--- src/fdx_pkg.sv ---
// Shared types, constants and helper functions for the filename date extractor.
package fdx_pkg;

    // Window geometry and name-length thresholds
    localparam int WIN_LEN = 10;
    localparam int SEP_MIN = 10;
    localparam int CMP_MIN = 8;

    // Character codes
    localparam logic [7:0] CHAR_ZERO   = 8'h30;
    localparam logic [7:0] CHAR_NINE   = 8'h39;
    localparam logic [7:0] CHAR_DASH   = 8'h2D;
    localparam logic [7:0] CHAR_USCORE = 8'h5F;

    // Date limits
    localparam logic [13:0] YEAR_MIN  = 14'd1900;
    localparam logic [13:0] YEAR_MAX  = 14'd2100;
    localparam logic [6:0]  MONTH_MIN = 7'd1;
    localparam logic [6:0]  MONTH_MAX = 7'd12;
    localparam logic [6:0]  DAY_MIN   = 7'd1;
    localparam logic [6:0]  DAY_MAX   = 7'd31;

    // One decoded character held in a window cell
    typedef struct packed {
        logic       dig;
        logic       sep;
        logic [3:0] val;
    } t_char_info;

    // Packed date: year, month, day
    typedef struct packed {
        logic [13:0] year;
        logic [3:0]  month;
        logic [4:0]  day;
    } t_date;

    // Pattern check results for the current window
    typedef struct packed {
        logic  sep_hit;
        t_date sep_date;
        logic  cmp_hit;
        t_date cmp_date;
    } t_match;

    // Classify one input byte
    function automatic t_char_info decode_char(input logic [7:0] c);
        t_char_info info;
        logic [7:0] diff;
        diff     = c - CHAR_ZERO;
        info.dig = (c >= CHAR_ZERO) && (c <= CHAR_NINE);
        info.sep = (c == CHAR_DASH) || (c == CHAR_USCORE);
        info.val = diff[3:0];
        return info;
    endfunction

    // Two decimal digits to a value 0..99
    function automatic logic [6:0] pair_val(input logic [3:0] hi, input logic [3:0] lo);
        logic [6:0] hi_w;
        hi_w = {3'b000, hi};
        return (hi_w << 3) + (hi_w << 1) + {3'b000, lo};
    endfunction

    // Four decimal digits to a value 0..9999
    function automatic logic [13:0] year_val(input logic [3:0] d0, input logic [3:0] d1,
                                             input logic [3:0] d2, input logic [3:0] d3);
        return ({10'd0, d0} * 14'd1000) + ({10'd0, d1} * 14'd100) +
               ({10'd0, d2} * 14'd10) + {10'd0, d3};
    endfunction

endpackage

--- src/fdx_cell.sv ---
// One window cell: holds a decoded character and passes it to its older neighbor.
module fdx_cell
    import fdx_pkg::*;
(
    input  logic       i_clk,
    input  logic       i_shift,
    input  t_char_info i_data,
    output t_char_info o_data
);

    t_char_info r_data;

    // Advance the window by one character per accepted transaction
    always_ff @(posedge i_clk) begin
        if (i_shift) begin
            r_data <= i_data;
        end
    end

    assign o_data = r_data;

endmodule

--- src/fdx_check.sv ---
// Pattern check over the character window: separated and compact date forms.
module fdx_check
    import fdx_pkg::*;
(
    input  t_char_info [WIN_LEN-1:0] i_win,
    output t_match                   o_match
);

    logic        sep_shape;
    logic        cmp_shape;
    logic [13:0] sep_year;
    logic [6:0]  sep_month;
    logic [6:0]  sep_day;
    logic [13:0] cmp_year;
    logic [6:0]  cmp_month;
    logic [6:0]  cmp_day;

    // Separated form over entries 0..9, compact form over entries 2..9
    always_comb begin
        sep_shape = i_win[0].dig && i_win[1].dig && i_win[2].dig && i_win[3].dig &&
                    i_win[4].sep && i_win[5].dig && i_win[6].dig && i_win[7].sep &&
                    i_win[8].dig && i_win[9].dig;
        cmp_shape = i_win[2].dig && i_win[3].dig && i_win[4].dig && i_win[5].dig &&
                    i_win[6].dig && i_win[7].dig && i_win[8].dig && i_win[9].dig;

        sep_year  = year_val(i_win[0].val, i_win[1].val, i_win[2].val, i_win[3].val);
        sep_month = pair_val(i_win[5].val, i_win[6].val);
        sep_day   = pair_val(i_win[8].val, i_win[9].val);

        cmp_year  = year_val(i_win[2].val, i_win[3].val, i_win[4].val, i_win[5].val);
        cmp_month = pair_val(i_win[6].val, i_win[7].val);
        cmp_day   = pair_val(i_win[8].val, i_win[9].val);

        o_match.sep_hit = sep_shape &&
                          (sep_month >= MONTH_MIN) && (sep_month <= MONTH_MAX) &&
                          (sep_day >= DAY_MIN) && (sep_day <= DAY_MAX);
        o_match.sep_date.year  = sep_year;
        o_match.sep_date.month = sep_month[3:0];
        o_match.sep_date.day   = sep_day[4:0];

        o_match.cmp_hit = cmp_shape &&
                          (cmp_year >= YEAR_MIN) && (cmp_year <= YEAR_MAX) &&
                          (cmp_month >= MONTH_MIN) && (cmp_month <= MONTH_MAX) &&
                          (cmp_day >= DAY_MIN) && (cmp_day <= DAY_MAX);
        o_match.cmp_date.year  = cmp_year;
        o_match.cmp_date.month = cmp_month[3:0];
        o_match.cmp_date.day   = cmp_day[4:0];
    end

endmodule

--- src/filename_date_extractor_unit.sv ---
// Top level of the filename date extractor: cell chain, check stage, result register.
// A final character passes the cell chain and check stage, then loads the result register.
// Throughput: one character per cycle; the ten-cell window shifts on every accepted character.
// The input stalls only while a final character in the check stage waits on an untaken result.
// Reset (i_rst_n low at a clock edge) empties the pipeline, the latches and the output.
module filename_date_extractor_unit
    import fdx_pkg::*;
(
    input  logic        i_clk,
    input  logic        i_rst_n,
    input  logic        i_valid,
    output logic        o_ready,
    input  logic [7:0]  i_char_code,
    input  logic        i_last_char,
    output logic        o_valid,
    input  logic        i_ready,
    output logic        o_found,
    output logic [13:0] o_year,
    output logic [3:0]  o_month,
    output logic [4:0]  o_day
);

    t_char_info [WIN_LEN-1:0] win;
    t_char_info [WIN_LEN-1:0] cell_in;
    t_match                   match;

    logic        accept;
    logic        stall;
    logic        adv;
    logic        sep_now;
    logic        cmp_now;
    t_date       sel_date;

    logic [3:0]  r_cnt;
    logic [3:0]  n_cnt;
    logic        r_chk_valid;
    logic        r_chk_last;
    logic        r_chk_ge8;
    logic        r_chk_ge10;
    logic        r_sep_valid;
    t_date       r_sep_date;
    logic        r_cmp_valid;
    t_date       r_cmp_date;
    logic        r_out_valid;
    logic        r_found;
    t_date       r_out_date;

    // Handshake: hold the input only when a final character waits on a full output
    assign stall   = r_chk_valid && r_chk_last && r_out_valid && !i_ready;
    assign o_ready = !stall;
    assign accept  = i_valid && o_ready;
    assign adv     = r_chk_valid && !stall;

    // Feed the chain: newest character enters the top cell
    always_comb begin
        for (int k = 0; k < WIN_LEN - 1; k++) begin
            cell_in[k] = win[k + 1];
        end
        cell_in[WIN_LEN - 1] = decode_char(i_char_code);
    end

    // Build the window from a row of identical cells
    for (genvar g = 0; g < WIN_LEN; g++) begin : g_cell
        fdx_cell u_cell (
            .i_clk   (i_clk),
            .i_shift (accept),
            .i_data  (cell_in[g]),
            .o_data  (win[g])
        );
    end

    fdx_check u_check (
        .i_win   (win),
        .o_match (match)
    );

    // Count characters of the current name, saturating at the window length
    always_comb begin
        n_cnt = (r_cnt == 4'(WIN_LEN)) ? r_cnt : r_cnt + 4'd1;
    end

    always_ff @(posedge i_clk) begin
        if (!i_rst_n) begin
            r_cnt       <= '0;
            r_chk_valid <= 1'b0;
        end else begin
            if (accept) begin
                r_cnt <= i_last_char ? 4'd0 : n_cnt;
            end
            r_chk_valid <= stall || accept;
        end
    end

    // Capture name-position flags alongside the shifted window
    always_ff @(posedge i_clk) begin
        if (accept) begin
            r_chk_last <= i_last_char;
            r_chk_ge8  <= n_cnt >= 4'(CMP_MIN);
            r_chk_ge10 <= n_cnt >= 4'(SEP_MIN);
        end
    end

    // Combine stored first matches with this cycle's matches
    always_comb begin
        sep_now = r_sep_valid || (r_chk_ge10 && match.sep_hit);
        cmp_now = r_cmp_valid || (r_chk_ge8 && match.cmp_hit);
        if (r_sep_valid) begin
            sel_date = r_sep_date;
        end else if (r_chk_ge10 && match.sep_hit) begin
            sel_date = match.sep_date;
        end else if (r_cmp_valid) begin
            sel_date = r_cmp_date;
        end else if (r_chk_ge8 && match.cmp_hit) begin
            sel_date = match.cmp_date;
        end else begin
            sel_date = '0;
        end
    end

    // Latch the earliest match of each form; drop both at end of name
    always_ff @(posedge i_clk) begin
        if (!i_rst_n) begin
            r_sep_valid <= 1'b0;
            r_cmp_valid <= 1'b0;
        end else if (adv) begin
            if (r_chk_last) begin
                r_sep_valid <= 1'b0;
                r_cmp_valid <= 1'b0;
            end else begin
                r_sep_valid <= sep_now;
                r_cmp_valid <= cmp_now;
            end
        end
    end

    always_ff @(posedge i_clk) begin
        if (adv && !r_sep_valid) begin
            r_sep_date <= match.sep_date;
        end
        if (adv && !r_cmp_valid) begin
            r_cmp_date <= match.cmp_date;
        end
    end

    // Result register: load on the final character, release when taken
    always_ff @(posedge i_clk) begin
        if (!i_rst_n) begin
            r_out_valid <= 1'b0;
        end else if (adv && r_chk_last) begin
            r_out_valid <= 1'b1;
        end else if (i_ready) begin
            r_out_valid <= 1'b0;
        end
    end

    always_ff @(posedge i_clk) begin
        if (adv && r_chk_last) begin
            r_found    <= sep_now || cmp_now;
            r_out_date <= sel_date;
        end
    end

    assign o_valid = r_out_valid;
    assign o_found = r_found;
    assign o_year  = r_out_date.year;
    assign o_month = r_out_date.month;
    assign o_day   = r_out_date.day;

endmodule

--- config.mk ---
export PLATFORM = sky130hd
export DESIGN_NAME = filename_date_extractor_unit
export DESIGN_NICKNAME = d
export VERILOG_FILES = /design/src/fdx_pkg.sv /design/src/fdx_cell.sv /design/src/fdx_check.sv /design/src/filename_date_extractor_unit.sv
export SDC_FILE = /design/constraint.sdc
export NUM_CORES = 1
export LEC_CHECK = 0
export BUFFER_PORTS_ARGS = -buffer_cell sky130_fd_sc_hd__buf_2
export CORE_MARGIN = 10
export CORE_UTILIZATION = 25
export DETAILED_ROUTE_END_ITERATION = 7
export PLACE_DENSITY = 0.37
export SLEW_MARGIN = 20
export SYNTH_ARGS = -nofsm -noshare
export SYNTH_HDL_FRONTEND = slang
export SYNTH_SLANG_ARGS = --single-unit
--- constraint.sdc ---
create_clock -name i_clk -period 5.8 [get_ports i_clk]
set_input_delay 0 -clock i_clk [delete_from_list [all_inputs] [get_ports i_clk]]
set_output_delay 0 -clock i_clk [all_outputs]
set_load 0.05 [all_outputs]
* Word-level counts from Yosys, hierarchy flattened
Cells that the tools add are included.
W data, S select, Z words.
** Operators by class
- Multiplexer cells :: 10
- Order comparisons :: 12
- Equality and inequality tests :: 3
- Multipliers :: 6
- Reduce and logical (&&, ||, !) cells :: 47
- Add/sub/neg operators :: 14
** Operator list (number)
- $mux W23 :: 4
- $logic_and A1 B1 Y1 :: 37
- $add A14 B11 Y14 :: 2
- $add A14 B4 Y14 :: 2
- $add A14 B8 Y14 :: 2
- $mul A4 B7 Y11 const B :: 2
- $add A7 B4 Y7 :: 3
- $add A7 B5 Y7 :: 3
- $ge A7 B1 Y1 const B :: 3
- $mul A4 B5 Y9 const B :: 2
- $ge A14 B11 Y1 const B :: 1
- $le A14 B12 Y1 const B :: 1
- $le A7 B4 Y1 const B :: 2
- $mul A4 B3 Y7 const B :: 2
- $eq A8 B6 Y1 const B :: 1
- $eq A8 B7 Y1 const B :: 1
- $ge A4 B4 Y1 const B :: 2
- $ge A8 B6 Y1 const B :: 1
- $le A8 B6 Y1 const B :: 1
- $mux W4 :: 2
- $le A7 B5 Y1 const B :: 1
- $logic_or A1 B1 Y1 :: 5
- $add A4 B1 Y4 const B :: 1
- $eq A4 B4 Y1 const B :: 1
- 4 further kinds :: 10
** Word-level totals
- Output and inout port bits :: 26
- Bits of input ports :: 13
- Register bits after elaboration :: 137
- Logic and storage cells :: 136

* Longest topological paths before layout
- Depth after elaboration :: 18
- Mapped depth :: 22

* Cells and area by module
A second synthesis with hierarchy kept.
** Second synthesis, totals
- Cells, all modules :: 804
- Area total of the unflattened synthesis :: 9287.7 um2
** By module, submodules not included
- fdx_check :: area an instance 4060.1 um2, sequential area each 0.0 um2, times used 1, cells each 469
- filename_date_extractor_unit :: area an instance 3425.8 um2, sequential area each 2352.3 um2, times used 1, cells each 275
- fdx_cell :: area an instance 180.2 um2, sequential area each 180.2 um2, times used 10, cells each 6

* Least setup slack after synthesis
No wires, ideal clock.
- Path kind :: reg-to-reg
- Start :: register g_cell[2].u_cell.r_data (netlist bit g_cell[2].u_cell.o_data[2])
- End :: register r_out_date (netlist bit o_year[6]), data pin
- Path slack :: 0.312 ns
- Path buffers :: 1
- Cell stages (with the launch flop) :: 19
- Data required time :: 5.643 ns
- Clock period less this slack :: 5.488 ns
- Data arrival time :: 5.331 ns
- Path through :: edfxtp_1 fa_1 inv_1 fa_1 inv_1 ha_1 xor2_1 ha_1 ha_1 ha_1 buf_6 a21o_1 or4_4 o22ai_2 xnor2_1 or4b_4 a211oi_4 a221oi_1 nor3_1
** RTL lines
- from (decl) :: line fdx_cell.sv:11 : t_char_info r_data;
- from (signal assigned) :: line fdx_cell.sv:16 : r_data <= i_data;
- to (signal assigned) :: line filename_date_extractor_unit.sv:159 : r_out_date <= sel_date;
- to (decl) :: line filename_date_extractor_unit.sv:46 : t_date r_out_date;

==> run metrics <==
Syn Area/Cell=11.8 um^2; initial antenna violation count=2; die width=approximately 210 um; die footprint=about 45,000 um^2; CP max FO=7; main area contributors after synthesis=edfxtp_1, ha_1, fa_1; FMAX=~180 MHz; layout cells sized above 1=between 10% and 20%; Layout Nets=about 1.0k; Clk Latency, worst-skew pair=0.43 ns; drc violations=0; worst-margin pin slew=1.06 ns; Clock transition at path regs=around 0.070 ns; GRT overflow=0; switch share=between 30 and 40%; Non-Filler Instances=around 1.3k; final period utilization=between 90% and 100%; IO Pins=39; FF-to-FF End=o_year[6]; P_sw=0.00158 W; final hold slack=between 0.05 and 0.06 ns; crit path kind=flip-flop to flip-flop; Iteration-0 DRC Markers=178; Cell Pwr Density=about 400 nW/um^2; cell accounting for the most synthesized area=edfxtp_1; Sink Count=137; post-synthesis sequential area ratio=a little over two fifths; Slew Limit Headroom=28.5%; setup_tns=0 ns; internal power=between 0.002 and 0.003 W; Final Hold Fails=0; DR vias/cell=between 4 and 5; vias in the first global route=around 6.3k; starting density of the core=25.3%; Sequential Power Share=between 30% and 40%; Core ar.=between 30,000 and 40,000 um^2; Hold Crit Depth=3; Worst Clk Skew=between 0.015 and 0.02 ns; CP required=between 6 and 7 ns; combinational power share=around 44%; vias=slightly below 6k; largest net degree at the start of global routing=60; Ant. Diodes=0; EDFF count, synth=129; row count=70; 1st-pass router iterations=5; depth of the most critical reg-to-reg path=18; setup slack after layout=0.200 ns; post-DP HPWL=roughly 17 mm; Syn Inst Count=just under 800; CTS Buf Count=17; worst slack, placed=approximately 0.063 ns; Clock Path Buffers=2; ys flop type=edfxtp_1; first-pass GRT wire length=roughly 36 mm; post-synth net total=954; Yosys warning total=0; FF+latch count, synth=around 140; Synth top cells by count=edfxtp_1, ha_1, inv_1, a21oi_1, fa_1; IO Port Bufs=38; routed wire length=22.5 mm; top-count cell post-synth=edfxtp_1; Die H=between 200 and 250 um; Tmin final=5.60 ns; Synth top area share=42.1%; Clk pwr share=roughly a quarter; status=finished, final reports clean; all-layer global routing usage=between 10% and 20%; antenna-violating nets left=0; Leak=4.59 nW; fillers=roughly 3.8k; DR WL/cell=16.9 um; GPL Wtd Cong=0.773; reg2reg start=g_cell[2].u_cell.o_data[3]; Hold/Removal Path Class=input pin to flip-flop; CTS root buf=clkbuf_16; r2r setup slk=~0.2 ns; critical path arrival=slightly below 6 ns; # setup viols final=0; H-Tree Depth=4; max-cap viol count=0; CP Capture Type=flip-flop; Slew Viols, Final=0; TritonCTS clock tree=done; crit path launch type=flip-flop; Synth Cell Area=9200 um^2; post-synthesis cell type count=69; Synth async-reset ratio=0%; cell count after placement=1,290; Syn-to-layout area delta=17.5%; Hold Path End=g_cell[9].u_cell.o_data[5]; Worst Hold Launch=i_char_code[6]; Peak VDD IR=around 0.21 mV
==> per-stage QoR <==
step	util, %	total power (W)	instance area, um^2
after floorplan	-	0.00269	9200
after global placement	27.5	0.00317	10000
after detailed placement	27.5	0.00316	10000
after CTS	29.5	0.00431	10700
after global routing	29.7	0.00464	10800
final	29.7	0.00429	10800
==> metal layers <==
layer	wire, um	track usage (%)	vias up
met5	0	0	-
met4	114	2.68	0
met3	428	1.88	6
met2	10800	17.1	49
met1	11200	13.9	2871
li1	-	-	2961
==> cells by family after synthesis <==
family	share of synthesized area, %
adders and majority gates	25.4
AOI/OAI and AO/OA	11.8
xor gates and xnor gates	4.07
and+or+nand+nor	9.14
buffers and inverters	5.17
muxes	0.558
DFF	43.8
==> critical path: stages (launching register included) <==
cell      delay [ns]
edfxtp_1        0.42
fa_2            0.61
inv_1           0.08
fa_1            0.50
inv_1           0.05
ha_1            0.35
a21o_1          0.19
a21oi_2         0.17
xor2_1          0.17
ha_1            0.25
ha_1            0.30
ha_2            0.33
and3_2          0.23
and3_2          0.19
a211o_2         0.30
or4b_4          0.57
a211oi_4        0.34
a221oi_1        0.12
nor3_1          0.24
==> how the worst max path moves through the flow <==
stage                          startpoint   endpoint  cells past startpoint
2_1_floorplan  g_cell[2].u_cell.o_data[2]  o_year[6]                     18
3_3_place_gp   g_cell[2].u_cell.o_data[1]  o_year[5]                     20
3_5_place_dp   g_cell[2].u_cell.o_data[1]  o_year[5]                     20
4_1_cts        g_cell[2].u_cell.o_data[1]  o_year[5]                     20
5_1_grt        g_cell[2].u_cell.o_data[3]  o_year[7]                     18
6_report       g_cell[2].u_cell.o_data[3]  o_year[6]                     18
==> sequential cells by signal, summed over array words and instances, names as in the netlist, 4 cells and up <==
register and cells:
g_cell.u_cell.o_data 56, r_cmp_date 23, r_sep_date 23, o_year 14, o_day 5, o_month 4
r_cnt 4
==> power by group through the flow <==
stage          logic (W)  registers (W)  clock network [W]
2_1_floorplan    0.00136        0.00133                  0
3_3_place_gp     0.00184        0.00134                  0
3_5_place_dp     0.00183        0.00134                  0
4_1_cts          0.00185        0.00132            0.00114
5_1_grt          0.00212        0.00133            0.00119
6_report         0.00187        0.00131            0.00111
==> repair_timing <==
action / in CTS / in global routing
buffers inserted: 0 / 2
resized for setup: 0 / 13
hold buffers: 12 / 0
endpoints found under the setup margin: 0 / 23
hold endpoints to repair: 15 / 0
==> cells in the final DEF (no fill, tap or decap), drive strengths merged, types with 10 or more instances in the layout <==
| cell | netlist | layout |
|---|---|---|
| and2 | 13 | 13 |
| a21o | 18 | 18 |
| xor2 | 13 | 13 |
| a21oi | 44 | 44 |
| inv | 94 | 99 |
| fa | 40 | 40 |
| clkbuf | 9 | 17 |
| nor2 | 36 | 36 |
| nand3 | 15 | 15 |
| ha | 123 | 123 |
| buf | 7 | 62 |
| nor3 | 14 | 14 |
| nor2b | 10 | 10 |
| a31oi | 12 | 12 |
| edfxtp | 129 | 129 |
| xnor2 | 27 | 27 |
| o21ai | 28 | 28 |
| nand2 | 28 | 28 |
| dlygate4sd3 | 0 | 12 |
==> cell type report <==
cell class / count / area, um^2 / share of cell area [%]
clock inverters: 15 / 166 / 1.54
flip-flops and latches: 137 / 4030 / 37.3
repair buffers: 74 / 498 / 4.60
inverters: 96 / 360 / 3.33
clock buffers: 17 / 425 / 3.93
multi-input cells: 529 / 4740 / 43.9
well taps: 468 / 586 / 5.41
(Power assumes the default switching activity.)
